[src/hdl/assert_macros.svh]
// Assertion helpers shared by the ramp generator RTL.
`ifndef ASSERT_MACROS_SVH
`define ASSERT_MACROS_SVH
`ifndef NO_ASSERTIONS
// Check that an expression holds at every clock edge out of reset
`define STRAMP_ASSERT(lbl, clk, rst_n, prop) \
    lbl: assert property (@(posedge clk) disable iff (!rst_n) (prop)) \
        else $error("stramp: assertion failed");
// Check that the consequent holds in the cycle after the antecedent
`define STRAMP_ASSERT_NEXT(lbl, clk, rst_n, ante, cons) \
    lbl: assert property (@(posedge clk) disable iff (!rst_n) (ante) |=> (cons)) \
        else $error("stramp: assertion failed");
`else
`define STRAMP_ASSERT(lbl, clk, rst_n, prop)
`define STRAMP_ASSERT_NEXT(lbl, clk, rst_n, ante, cons)
`endif
`endif

[src/hdl/stramp_pkg.sv]
package stramp_pkg;

    localparam int PERIOD_W = 16;
    localparam int STEPS_W  = 31;
    localparam int PWIDTH_W = 15;
    localparam int REQ_W    = 32;

    localparam logic [PERIOD_W-1:0] PERIOD_RESET = 16'd1000;
    localparam logic [PERIOD_W-1:0] PERIOD_MAX   = {PERIOD_W{1'b1}};
    localparam logic [STEPS_W-1:0]  STEPS_MAX    = {STEPS_W{1'b1}};

    // Command codes of an input beat
    localparam logic [1:0] MODE_TICK  = 2'd0;
    localparam logic [1:0] MODE_RAMP  = 2'd1;
    localparam logic [1:0] MODE_CONST = 2'd2;

    // Ramp phase codes as reported on the result channel
    localparam logic [1:0] RPH_NONE   = 2'd0;
    localparam logic [1:0] RPH_ACCEL  = 2'd1;
    localparam logic [1:0] RPH_CRUISE = 2'd2;
    localparam logic [1:0] RPH_DECEL  = 2'd3;

    typedef enum logic [3:0] {
        PH_NONE   = 4'b0001,
        PH_ACCEL  = 4'b0010,
        PH_CRUISE = 4'b0100,
        PH_DECEL  = 4'b1000
    } phase_t;

    typedef struct packed {
        logic [1:0]          mode;
        logic signed [REQ_W-1:0] step_request;
        logic [PERIOD_W-1:0] period_request;
        logic [PERIOD_W-1:0] ramp_increment;
    } item_t;

    typedef struct packed {
        logic [PERIOD_W-1:0] step_period;
        logic [PWIDTH_W-1:0] pulse_width;
        logic                pulse_running;
        logic                direction;
        logic [1:0]          ramp_phase;
        logic [STEPS_W-1:0]  steps_left;
    } result_t;

    function automatic logic [1:0] phase_code(input phase_t ph);
        logic [1:0] code;
        case (ph)
            PH_ACCEL:  code = RPH_ACCEL;
            PH_CRUISE: code = RPH_CRUISE;
            PH_DECEL:  code = RPH_DECEL;
            default:   code = RPH_NONE;
        endcase
        return code;
    endfunction

endpackage

[src/hdl/stramp_if.sv]
interface stramp_item_if
    import stramp_pkg::*;
();
    logic                    valid;
    logic                    ready;
    logic [1:0]              mode;
    logic signed [REQ_W-1:0] step_request;
    logic [PERIOD_W-1:0]     period_request;
    logic [PERIOD_W-1:0]     ramp_increment;

    modport source (output valid, mode, step_request, period_request, ramp_increment,
                    input ready);
    modport sink (input valid, mode, step_request, period_request, ramp_increment,
                  output ready);
endinterface

interface stramp_result_if
    import stramp_pkg::*;
();
    logic                valid;
    logic                ready;
    logic [PERIOD_W-1:0] step_period;
    logic [PWIDTH_W-1:0] pulse_width;
    logic                pulse_running;
    logic                direction;
    logic [1:0]          ramp_phase;
    logic [STEPS_W-1:0]  steps_left;

    modport source (output valid, step_period, pulse_width, pulse_running, direction,
                    ramp_phase, steps_left, input ready);
    modport sink (input valid, step_period, pulse_width, pulse_running, direction,
                  ramp_phase, steps_left, output ready);
endinterface

interface stramp_cfg_if
    import stramp_pkg::*;
();
    logic                valid;
    logic                ready;
    logic [PERIOD_W-1:0] data;

    modport source (output valid, data, input ready);
    modport sink (input valid, data, output ready);
endinterface

[src/hdl/stramp_in_stage.sv]
module stramp_in_stage
    import stramp_pkg::*;
(
    input  logic              clk,
    input  logic              rst_n,
    stramp_item_if.sink       item_in,
    input  logic              drain_ok,
    output logic              hold_valid,
    output item_t             hold_item
);

    logic  valid_reg;
    item_t item_reg;

    // Take a new beat when empty or when the held one moves on this cycle
    assign item_in.ready = !valid_reg || drain_ok;
    assign hold_valid    = valid_reg;
    assign hold_item     = item_reg;

    always_ff @(posedge clk or negedge rst_n)
    begin
        if (!rst_n)
        begin
            valid_reg <= 1'b0;
        end
        else if (item_in.valid && item_in.ready)
        begin
            valid_reg <= 1'b1;
        end
        else if (drain_ok)
        begin
            valid_reg <= 1'b0;
        end
    end

    // Capture payload; no reset needed
    always_ff @(posedge clk)
    begin
        if (item_in.valid && item_in.ready)
        begin
            item_reg.mode           <= item_in.mode;
            item_reg.step_request   <= item_in.step_request;
            item_reg.period_request <= item_in.period_request;
            item_reg.ramp_increment <= item_in.ramp_increment;
        end
    end

endmodule

[src/hdl/stramp_ramp_state.sv]
module stramp_ramp_state
    import stramp_pkg::*;
(
    input  logic              clk,
    input  logic              rst_n,
    stramp_cfg_if.sink        cfg,
    input  logic              fire,
    input  item_t             item,
    output result_t           result_next
);

    logic [PERIOD_W-1:0] start_period_reg;
    phase_t              phase_reg, phase_next;
    logic [PERIOD_W-1:0] period_reg, period_next;
    logic [PERIOD_W-1:0] goal_reg, goal_next;
    logic [PERIOD_W-1:0] inc_reg, inc_next;
    logic [STEPS_W-1:0]  accel_reg, accel_next;
    logic [STEPS_W-1:0]  remaining_reg, remaining_next;
    logic                running_reg, running_next;
    logic                dir_reg, dir_next;

    logic                req_neg;
    logic [REQ_W-1:0]    req_mag;
    logic [STEPS_W-1:0]  load_steps;
    logic [PERIOD_W:0]   period_sum;

    assign cfg.ready = 1'b1;

    // Magnitude of the signed step request, clamped to 31 bits
    assign req_neg    = item.step_request[REQ_W-1];
    assign req_mag    = req_neg ? (~item.step_request + 1'b1) : item.step_request;
    assign load_steps = req_mag[REQ_W-1] ? STEPS_MAX : req_mag[STEPS_W-1:0];

    // Lengthened period for deceleration, carry flags saturation
    assign period_sum = {1'b0, period_reg} + {1'b0, inc_reg};

    always_comb
    begin
        phase_next     = phase_reg;
        period_next    = period_reg;
        goal_next      = goal_reg;
        inc_next       = inc_reg;
        accel_next     = accel_reg;
        remaining_next = remaining_reg;
        running_next   = running_reg;
        dir_next       = dir_reg;
        case (item.mode)
            MODE_TICK:
            begin
                case (phase_reg)
                    PH_ACCEL:
                    begin
                        if (period_reg >= goal_reg)
                        begin
                            period_next = (period_reg > inc_reg) ? (period_reg - inc_reg)
                                                                 : '0;
                            if (accel_reg != STEPS_MAX)
                            begin
                                accel_next = accel_reg + 1'b1;
                            end
                        end
                        else
                        begin
                            phase_next = PH_CRUISE;
                        end
                    end
                    PH_CRUISE:
                    begin
                        if (remaining_reg <= accel_reg)
                        begin
                            phase_next = PH_DECEL;
                        end
                    end
                    PH_DECEL:
                    begin
                        if (accel_reg != '0)
                        begin
                            period_next = period_sum[PERIOD_W] ? PERIOD_MAX
                                                               : period_sum[PERIOD_W-1:0];
                            accel_next  = accel_reg - 1'b1;
                        end
                        else
                        begin
                            phase_next = PH_NONE;
                        end
                    end
                    default:
                    begin
                    end
                endcase
                // Count down the move; stop pulses on the last step
                if (remaining_reg != '0)
                begin
                    remaining_next = remaining_reg - 1'b1;
                    if (remaining_reg == {{(STEPS_W-1){1'b0}}, 1'b1})
                    begin
                        running_next = 1'b0;
                    end
                end
            end
            MODE_RAMP:
            begin
                remaining_next = load_steps;
                running_next   = (load_steps != '0);
                dir_next       = !req_neg;
                phase_next     = PH_ACCEL;
                inc_next       = item.ramp_increment;
                goal_next      = item.period_request;
                period_next    = start_period_reg;
                accel_next     = '0;
            end
            MODE_CONST:
            begin
                remaining_next = load_steps;
                running_next   = (load_steps != '0);
                dir_next       = !req_neg;
                phase_next     = PH_NONE;
                period_next    = item.period_request;
            end
            default:
            begin
            end
        endcase
    end

    // Report the state after the update
    always_comb
    begin
        result_next.step_period   = period_next;
        result_next.pulse_width   = period_next[PERIOD_W-1:1];
        result_next.pulse_running = running_next;
        result_next.direction     = dir_next;
        result_next.ramp_phase    = phase_code(phase_next);
        result_next.steps_left    = remaining_next;
    end

    // Hold the start period register
    always_ff @(posedge clk or negedge rst_n)
    begin
        if (!rst_n)
        begin
            start_period_reg <= PERIOD_RESET;
        end
        else if (cfg.valid && cfg.ready)
        begin
            start_period_reg <= cfg.data;
        end
    end

    // Advance the move state once per processed beat
    always_ff @(posedge clk or negedge rst_n)
    begin
        if (!rst_n)
        begin
            phase_reg     <= PH_NONE;
            period_reg    <= PERIOD_RESET;
            goal_reg      <= '0;
            inc_reg       <= '0;
            accel_reg     <= '0;
            remaining_reg <= '0;
            running_reg   <= 1'b0;
            dir_reg       <= 1'b1;
        end
        else if (fire)
        begin
            phase_reg     <= phase_next;
            period_reg    <= period_next;
            goal_reg      <= goal_next;
            inc_reg       <= inc_next;
            accel_reg     <= accel_next;
            remaining_reg <= remaining_next;
            running_reg   <= running_next;
            dir_reg       <= dir_next;
        end
    end

endmodule

[src/hdl/stramp_out_stage.sv]
module stramp_out_stage
    import stramp_pkg::*;
(
    input  logic              clk,
    input  logic              rst_n,
    input  logic              fire,
    input  result_t           result_next,
    stramp_result_if.source   result_out,
    output logic              out_free
);

    logic    valid_reg;
    result_t data_reg;

    // Free when empty or when the held beat is taken this cycle
    assign out_free = !valid_reg || result_out.ready;

    assign result_out.valid         = valid_reg;
    assign result_out.step_period   = data_reg.step_period;
    assign result_out.pulse_width   = data_reg.pulse_width;
    assign result_out.pulse_running = data_reg.pulse_running;
    assign result_out.direction     = data_reg.direction;
    assign result_out.ramp_phase    = data_reg.ramp_phase;
    assign result_out.steps_left    = data_reg.steps_left;

    always_ff @(posedge clk or negedge rst_n)
    begin
        if (!rst_n)
        begin
            valid_reg <= 1'b0;
        end
        else if (fire)
        begin
            valid_reg <= 1'b1;
        end
        else if (result_out.ready)
        begin
            valid_reg <= 1'b0;
        end
    end

    always_ff @(posedge clk)
    begin
        if (fire)
        begin
            data_reg <= result_next;
        end
    end

endmodule

[src/hdl/stepper_trapezoid_ramp_core.sv]
// Trapezoidal step-period generator for a stepper motor.
// Channels:
//   cfg        - write beats load start_period (always ready).
//   item_in    - command beats: step tick, ramped start or constant start.
//   result_out - one beat per command: period, pulse width, running flag,
//                direction, ramp phase and remaining steps after the update.
// Path: a command accepted on item_in loads the input register; when the
// result register has room, the state update is written into the result
// register, which holds the beat until result_out takes it.
// Throughput: one command per clock while result_out is ready; the state update
// is a single add or compare path between the input and result registers.
// Stall: when result_out is held off, the result register keeps its beat and
// the input register takes one more command; ready then drops until the
// result is taken. No beat is lost or repeated.
// Reset: period 1000, start_period 1000, direction forward, no move, both
// registers empty. Write cfg only while no command is in flight.
`include "assert_macros.svh"

module stepper_trapezoid_ramp_core
    import stramp_pkg::*;
(
    input  logic              clk,
    input  logic              rst_n,
    stramp_cfg_if.sink        cfg,
    stramp_item_if.sink       item_in,
    stramp_result_if.source   result_out
);

    logic    hold_valid;
    item_t   hold_item;
    logic    out_free;
    logic    fire;
    result_t result_next;
    logic    in_beat;
    logic    run_ok;

    // Move the held command into the result register when there is room
    assign fire = hold_valid && out_free;

    stramp_in_stage u_in_stage (
        .clk        (clk),
        .rst_n      (rst_n),
        .item_in    (item_in),
        .drain_ok   (out_free),
        .hold_valid (hold_valid),
        .hold_item  (hold_item)
    );

    stramp_ramp_state u_ramp_state (
        .clk         (clk),
        .rst_n       (rst_n),
        .cfg         (cfg),
        .fire        (fire),
        .item        (hold_item),
        .result_next (result_next)
    );

    stramp_out_stage u_out_stage (
        .clk         (clk),
        .rst_n       (rst_n),
        .fire        (fire),
        .result_next (result_next),
        .result_out  (result_out),
        .out_free    (out_free)
    );

    // Terms for the checks below
    assign in_beat = item_in.valid && item_in.ready;
    assign run_ok  = result_out.pulse_running == (result_out.steps_left != '0);

    `STRAMP_ASSERT_NEXT(a_accept_fills_hold, clk, rst_n, in_beat, hold_valid)
    `STRAMP_ASSERT_NEXT(a_fire_shows_result, clk, rst_n, fire, result_out.valid)
    `STRAMP_ASSERT(a_full_blocks_input, clk, rst_n, !(hold_valid && !out_free) || !item_in.ready)
    `STRAMP_ASSERT(a_running_matches_steps, clk, rst_n, !result_out.valid || run_ok)

endmodule

[src/flat_wrapper.sv]
// flat-port wrapper written by rule: the top's interface ports become plain ports
module stepper_trapezoid_ramp_core_flat import stramp_pkg::*;
  (clk, rst_n, cfg_valid, cfg_data, cfg_ready, item_in_valid, item_in_mode, item_in_step_request, item_in_period_request, item_in_ramp_increment, item_in_ready, result_out_valid, result_out_step_period, result_out_pulse_width, result_out_pulse_running, result_out_direction, result_out_ramp_phase, result_out_steps_left, result_out_ready);
  stramp_cfg_if cfg_i ();
  stramp_item_if item_in_i ();
  stramp_result_if result_out_i ();
  input  logic clk;
  input  logic rst_n;
  input wire logic [$bits(cfg_i.valid)-1:0] cfg_valid;
  input wire logic [$bits(cfg_i.data)-1:0] cfg_data;
  output wire logic [$bits(cfg_i.ready)-1:0] cfg_ready;
  input wire logic [$bits(item_in_i.valid)-1:0] item_in_valid;
  input wire logic [$bits(item_in_i.mode)-1:0] item_in_mode;
  input wire logic [$bits(item_in_i.step_request)-1:0] item_in_step_request;
  input wire logic [$bits(item_in_i.period_request)-1:0] item_in_period_request;
  input wire logic [$bits(item_in_i.ramp_increment)-1:0] item_in_ramp_increment;
  output wire logic [$bits(item_in_i.ready)-1:0] item_in_ready;
  output wire logic [$bits(result_out_i.valid)-1:0] result_out_valid;
  output wire logic [$bits(result_out_i.step_period)-1:0] result_out_step_period;
  output wire logic [$bits(result_out_i.pulse_width)-1:0] result_out_pulse_width;
  output wire logic [$bits(result_out_i.pulse_running)-1:0] result_out_pulse_running;
  output wire logic [$bits(result_out_i.direction)-1:0] result_out_direction;
  output wire logic [$bits(result_out_i.ramp_phase)-1:0] result_out_ramp_phase;
  output wire logic [$bits(result_out_i.steps_left)-1:0] result_out_steps_left;
  input wire logic [$bits(result_out_i.ready)-1:0] result_out_ready;
  assign cfg_i.valid = cfg_valid;
  assign cfg_i.data = cfg_data;
  assign cfg_ready = cfg_i.ready;
  assign item_in_i.valid = item_in_valid;
  assign item_in_i.mode = item_in_mode;
  assign item_in_i.step_request = item_in_step_request;
  assign item_in_i.period_request = item_in_period_request;
  assign item_in_i.ramp_increment = item_in_ramp_increment;
  assign item_in_ready = item_in_i.ready;
  assign result_out_valid = result_out_i.valid;
  assign result_out_step_period = result_out_i.step_period;
  assign result_out_pulse_width = result_out_i.pulse_width;
  assign result_out_pulse_running = result_out_i.pulse_running;
  assign result_out_direction = result_out_i.direction;
  assign result_out_ramp_phase = result_out_i.ramp_phase;
  assign result_out_steps_left = result_out_i.steps_left;
  assign result_out_i.ready = result_out_ready;
  stepper_trapezoid_ramp_core u_core (.clk(clk), .rst_n(rst_n), .cfg(cfg_i), .item_in(item_in_i), .result_out(result_out_i));
endmodule
[config.mk]
export PLATFORM = sky130hd
export DESIGN_NAME = stepper_trapezoid_ramp_core_flat
export DESIGN_NICKNAME = d
export VERILOG_FILES = /design/src/hdl/stramp_pkg.sv /design/src/hdl/stramp_if.sv /design/src/hdl/stramp_in_stage.sv /design/src/hdl/stramp_ramp_state.sv /design/src/hdl/stramp_out_stage.sv /design/src/hdl/stepper_trapezoid_ramp_core.sv /design/src/flat_wrapper.sv
export VERILOG_INCLUDE_DIRS = /design/src /design/src/hdl
export SDC_FILE = /design/constraint.sdc
export NUM_CORES = 1
export LEC_CHECK = 0
export BUFFER_PORTS_ARGS = -buffer_cell sky130_fd_sc_hd__buf_2
export CAP_MARGIN = 20
export CORE_ASPECT_RATIO = 0.75
export CORE_MARGIN = 1
export CORE_UTILIZATION = 35
export DETAILED_ROUTE_END_ITERATION = 8
export GPL_ROUTABILITY_DRIVEN = 0
export PLACE_DENSITY_LB_ADDON = 0.05
export SYNTH_ARGS = -nofsm -noshare
export SYNTH_HDL_FRONTEND = slang
export SYNTH_SLANG_ARGS = --single-unit
[constraint.sdc]
create_clock -name clk -period 5.4 [get_ports clk]
set_input_delay 0.27 -clock clk [delete_from_list [all_inputs] [get_ports clk]]
set_output_delay 0.27 -clock clk [all_outputs]
set_load 0.01 [all_outputs]
==> results.md, run 1 <==
* DRC at 0
* P&R area growth vs syn at 19.4%
* Buffers on Ports at between 150 and 200
* Initial antenna violation count at 2
* Syn_nets at between 1500 and 2000
* Pin count of the biggest net entering global routing at 72
* Total Wirelength at between 50000 and 60000 um
* Starting density of the core at 0.355
* Crit path DAT at roughly 4600 ps
* Gate Count Post-Synth at 1695
* Cell Area, Synth at 16400 sq um
* Fraction of layout cells with a size suffix above 1 at 0.170
* Period utilisation layout at 0.775
* H-tree Lvls at 1
* Critical R2R Launch: u_core.u_ramp_state.phase_reg[1]
* Kind of critical path: flip-flop to flip-flop
* Skew-Pair Late Insertion Delay at 590 ps
* CP most frequent cell: a21oi_1
* Asr flop ratio synth at 0.534
* DR pass1 iterations at 5
* Clk_skew at 18.3 ps
* Post-synthesis cell type count at 82
* Worst reg2reg path depth at 13
* Top_reg_cell synth: dfrtp_1
* GRT overflow at 0
* Status: finished clean
* CTS tree: built
* Fin util at 0.424
* Setup TNS Final at 0 ps
* Final Slew Violations at 0
* Post-route ant nets at 0
* CP max-delay cell: inv_1
* R2r setup slk at 1210 ps
* Vias at around 14000
* GRT Overall Usage at 0.223
* Count of final hold-check violations at 0
* Syn avg cell area at 9.67 sq um
* Clock slew at reported path FFs at about 70 ps
* Ports at 156
* Leakage at 8.13 nW
* Post-layout minimum cycle time at 4190 ps
* Slew margin rel. at 0.329
* Post-synth EDFFs at 117
* Core area at 46100 sq um
* Crit path largest cell delay at approximately 610 ps
* Row cnt at 68
* CP max FO at 21
* CP Data Required Time at 5850 ps
* HPWL Detailed at 39500 um
* Max reg flops at 66
* Diode count at 0
* Max VDD drop at between 200 and 300 uV
* Final setup vio count at 0
* Yosys reg bits at 251
* Die W at 252 um
* CP Launch Type: flip-flop
* Die area at 47700 sq um
* Final Non-Filler Cells at 2543
* P per Cell Area at 369 nW/um^2
* Min-delay src: cfg_valid
* Vias in the first global route at 13300
* Sequential area share after synthesis at 0.420
* Slew @ Worst Pin at 1000 ps
* Crit-path cells: nor3_1, nand2_1, inv_1, ha_1, a211oi_1, o211ai_1, nand4_1, a21oi_1, o2111ai_1, a21oi_1, o41ai_1, xnor2_1, o311ai_0
* Worst min-delay path class: input port to flip-flop
* Root Driver: clkbuf_16
* Hold path depth at 2
* DP Cell Count at 2403
* YS warnings at 0
* CTS Buf Count at 29
* Drt via density at 5.52
* Post-layout net count at 2095
* CTS max path bufs at 3
* R2r endpoint: u_core.u_ramp_state.accel_reg[30]
* Worst Setup End Kind: flip-flop
* Die height at roughly 190 um
* MaxCap Viol Count at 0
* RSZ-0062 raised after global routing: false
* Clk sinks at about 250
* First-pass GRT wire length at 81400 um
* Hold EP: u_core.u_ramp_state.start_period_reg[1]
* WL/cell at 21.1 um
* Max Freq at 0.239 GHz
* DRT iter0 DRCs at between 1000 and 1500
==> final cells by class <==
| class | instances | area [sq um] |
|---|---|---|
| multi-input cells | 1246 | 8670 |
| well taps | 630 | 788 |
| fillers | 4552 | 26500 |
| clock buffers | 38 | 831 |
| inverters | 101 | 380 |
| repair buffers | 261 | 1800 |
| flip-flops and latches | 251 | 6880 |
| clock inverters | 16 | 220 |
==> power breakdown <==
group	switching [mW]	internal [mW]
sequential	0.392	2.33
combinational	1.35	0.963
clock	0.861	1.32
total	2.60	4.62
==> logic make-up after synthesis <==
group	Yosys count	synth area share
buf+inv	198	0.0513
xor+xnor	76	0.0406
mux	75	0.0506
other cells	1	0.000229
compound gates	493	0.199
fa+ha+maj	118	0.0914
simple gates	483	0.147
flops	251	0.420
==> through the flow <==
step	setup slack, ps	area (sq um)	power [mW]	hold WS, ps
final	1210	19600	7.22	224
after global routing	873	19600	7.64	216
after CTS	1250	19600	7.25	183
after detailed placement	1280	17700	4.97	319
after global placement	1360	17700	4.96	314
after floorplan	1640	16400	4.21	-25.6
==> cell usage after synthesis (13+ instances only) <==
library cell	n	area (sq um)
nand2_1	159	597
o21ai_0	124	621
dfrtp_1	120	3000
edfxtp_1	117	3510
ha_1	115	1440
a21oi_1	103	515
nor2_1	102	383
inv_1	99	372
clkbuf_1	65	244
mux2_2	63	709
xnor2_1	44	385
nor3_1	39	195
nand4_1	36	225
a21o_1	33	248
xor2_1	32	280
nor4_1	26	163
o31ai_1	26	195
a31oi_1	24	150
a22oi_1	19	143
nand3_1	19	95.1
o21a_1	19	143
or3_1	19	119
buf_4	16	120
nand2b_1	16	100
a221o_1	15	150
a211oi_1	14	105
dfstp_2	14	368
o211ai_1	13	97.6
==> worst max-delay path: cells and delay by family (launching register included) <==
kind                     cells  cell delay [ps]
adder cells (fa/ha/maj)      1              410
AND/OR/NAND/NOR              3              650
flip-flops                   1              430
AO/OA/AOI/OAI                7             1810
buffers and inverters        1              610
XOR/XNOR                     1              110
==> worst max path at each step <==
stage | start | to | slack (ps)
final | u_core.u_ramp_state.phase_reg[1] | u_core.u_ramp_state.accel_reg[30] | 1210
after global routing | u_core.u_ramp_state.phase_reg[1] | u_core.u_ramp_state.accel_reg[30] | 870
after CTS | u_core.u_ramp_state.phase_reg[1] | u_core.u_ramp_state.accel_reg[30] | 1250
after detailed placement | u_core.u_ramp_state.phase_reg[1] | u_core.u_ramp_state.accel_reg[27] | 1280
after global placement | u_core.u_ramp_state.phase_reg[1] | u_core.u_ramp_state.accel_reg[27] | 1360
after floorplan | u_core.u_ramp_state.phase_reg[1] | u_core.u_ramp_state.accel_reg[27] | 1640
==> cells in the final DEF (no fill, tap or decap), types with 36 or more instances in the layout <==
cell / synthesis / routed
ha_1: 115 / 114
o21ai_0: 124 / 124
mux2_2: 63 / 63
nor3_1: 39 / 39
edfxtp_1: 117 / 117
buf_2: 6 / 153
dfrtp_1: 120 / 120
nand4_1: 36 / 36
inv_1: 99 / 98
xnor2_1: 44 / 44
a21oi_1: 103 / 103
nand2_1: 159 / 159
nor2_1: 102 / 102
dlygate4sd3_1: 0 / 86
==> what timing repair did <==
action / CTS / global route
endpoints found under the hold margin: 136 / 0
buffers inserted: 0 / 0
hold buffers: 86 / 0
gates resized for setup: 0 / 0
==> metal layers <==
metal / wire (um) / track usage / vias up / share of wire
li1: - / - / 6681 / -
met1: 27600 / 0.355 / 6841 / 0.51
met2: 21100 / 0.304 / 462 / 0.39
met3: 4150 / 0.0480 / 49 / 0.077
met4: 823 / 0.0406 / 0 / 0.015
met5: 0 / 0 / - / 0
Power figures use the tool's default switching activity.
==> run 2, diff against run 1 <==
- clock period: 5.4 -> 3.6 ns (I/O delays scaled with it)
==> results.md, run 2 (synthesized netlist as in run 1, its figures left out) <==
* Clock slew at reported path FFs at approximately 70 ps
* Worst min-delay path class: input port to flip-flop
* First-pass GRT wire length at 83900 um
* Pin count of the biggest net entering global routing at 86
* Slew @ Worst Pin at roughly 960 ps
* Post-route ant nets at 0
* Skew-Pair Late Insertion Delay at around 600 ps
* MaxCap Viol Count at 0
* Fin util at 0.444
* CTS max path bufs at 3
* Post-layout net count at between 2000 and 2500
* Crit-path cells: nor3_2, nand2_1, clkinvlp_4, clkbuf_16, ha_4, a21o_1, a221o_1, a21o_1, nand2_2, o211ai_1, a2111oi_0, nor3_1, xnor2_1, o21ai_0
* Logic gate share of total power at 0.357
* GRT Overall Usage at 0.230
* Vias at 14300
* Commonest non-fill, non-tap cell in the layout: nand2_1
* Buffers on Ports at 154
* Fraction of layout cells with a size suffix above 1 at 0.224
* Die height at approximately 190 um
* DRT iter0 DRCs at 1159
* P_sw at 4.08 mW
* P per Cell Area at between 500 and 600 nW/um^2
* Post-place setup slack at 48.4 ps
* CP max FO at 7
* CTS tree: built
* Worst Setup End Kind: flip-flop
* Hold path depth at 2
* Cell Int Power at just under 7 mW
* Initial antenna violation count at 1
* Die area at 47700 sq um
* Starting density of the core at 0.355
* CP most frequent cell: a21o_1
* Ports at 156
* DR pass1 iterations at 7
* CP Launch Type: flip-flop
* Status: finished clean
* CTS Buf Count at 30
* Root Driver: clkbuf_16
* Crit path largest cell delay at 540 ps
* DRC at 0
* Clock share of power at 0.281
* HPWL Detailed at between 40000 and 50000 um
* Max VDD drop at 476 uV
* Clk sinks at approximately 250
* Setup TNS Final at 0 ps
* Total Wirelength at 55700 um
* CP max-delay cell: dfstp_2
* Kind of critical path: flip-flop to flip-flop
* Vias in the first global route at roughly 14000
* GRT overflow at 0
* Max Freq at a little under 0.3 GHz
* Fin worst setup slack at 174 ps
* Worst reg2reg path depth at 14
* Core area at 46100 sq um
* CP Data Required Time at 4080 ps
* Max reg flops at 66
* Count of final hold-check violations at 0
* Final setup vio count at 0
* P&R area growth vs syn at 25.0%
* Die W at 252 um
* Power Total at 11.0 mW
* Drt via density at 5.45
* Reg power frac at 0.362
* Post-layout minimum cycle time at 3430 ps
* Row cnt at 68
* Crit path DAT at 3900 ps
* Slew margin rel. at 0.360
* Leakage at approximately 8.5 nW
* WL/cell at between 20 and 25 um
* H-tree Lvls at 1
* Switching portion of total power at 0.372
* Most frequent cells in the layout: nand2_1, buf_2, o21ai_0
* Final Slew Violations at 0
* Clk_skew at 10.3 ps
* Period utilisation layout at 0.952
run 2: cell types whose count changed in the layout (fill, tap and decap cells not counted), sizes merged:
| cell | delta |
|---|---|
| diode | +2 |
| buf | +70 |
| clkinvlp | +3 |
| bufinv | -4 |
| clkbuf | +3 |
| inv | +2 |
run 2: path summary, 6_finish.rpt:
kind / startpoint / to / slack, ps
max: u_core.u_ramp_state.phase_reg[0] / u_core.u_ramp_state.accel_reg[19] / 170
max reg2reg: u_core.u_ramp_state.phase_reg[0] / u_core.u_ramp_state.accel_reg[19] / 170
max in group asynchronous: rst_n / u_core.u_ramp_state.start_period_reg[3] / 2490
min: cfg_valid / u_core.u_ramp_state.start_period_reg[13] / 120
min reg2reg: u_core.u_in_stage.hold_item[15] / u_core.u_ramp_state.inc_reg[15] / 470
min in group asynchronous: rst_n / u_core.u_ramp_state.accel_reg[22] / 170
run 2: power by group through the flow:
stage / logic (mW) / registers (mW) / clock network (mW)
3_3_place_gp: 3.70 / 4.01 / 0
2_1_floorplan: 2.40 / 3.91 / 0
6_report: 3.92 / 3.98 / 3.08
3_5_place_dp: 3.70 / 4.02 / 0
5_1_grt: 4.34 / 4.04 / 3.28
4_1_cts: 3.80 / 3.97 / 3.19
run 2: critical path, delay by kind of cell (launching register included):
kind                       cells  cell delay (ps)
AOI/OAI and AO/OA              6             1430
buffers and inverters          2              500
adders and majority gates      1              270
and+or+nand+nor                4              420
xor gates and xnor gates       1              160
DFF                            1              540
run 2: metrics by stage:
step	instance area, sq um	hold WS, ps	instances
floorplan	16400	-116	1695
global placement	18200	233	2465
detailed placement	18200	241	2465
CTS	20100	89.7	2607
global route	20500	106	2617
finish	20500	118	2619
run 2: timing repair:
| item | 4_1_cts | 5_1_grt |
|---|---|---|
| resized for setup | 0 | 52 |
| setup endpoints to repair | 1 | 33 |
| cloned | 0 | 2 |
| hold buffers | 86 | 0 |
| pin swaps | 0 | 20 |
| hold endpoints to repair | 134 | 0 |
| buffers inserted | 0 | 9 |
run 2: cell type report:
class / count / area [sq um]
Sequential cell: 251 / 6890
Tap cell: 630 / 788
Clock inverter: 17 / 175
Inverter: 101 / 384
Antenna cell: 2 / 5.00
Multi-Input combinational cell: 1246 / 9000
Fill cell: 4474 / 25600
Clock buffer: 39 / 825
Timing Repair Buffer: 333 / 2430
run 2: per-layer routing:
layer / routed length (um) / vias up / GRT usage
li1: - / 6842 / -
met4: 922 / 0 / 0.0422
met3: 4230 / 58 / 0.0561
met1: 29400 / 6920 / 0.371
met5: 0 / - / 0
met2: 21200 / 456 / 0.301
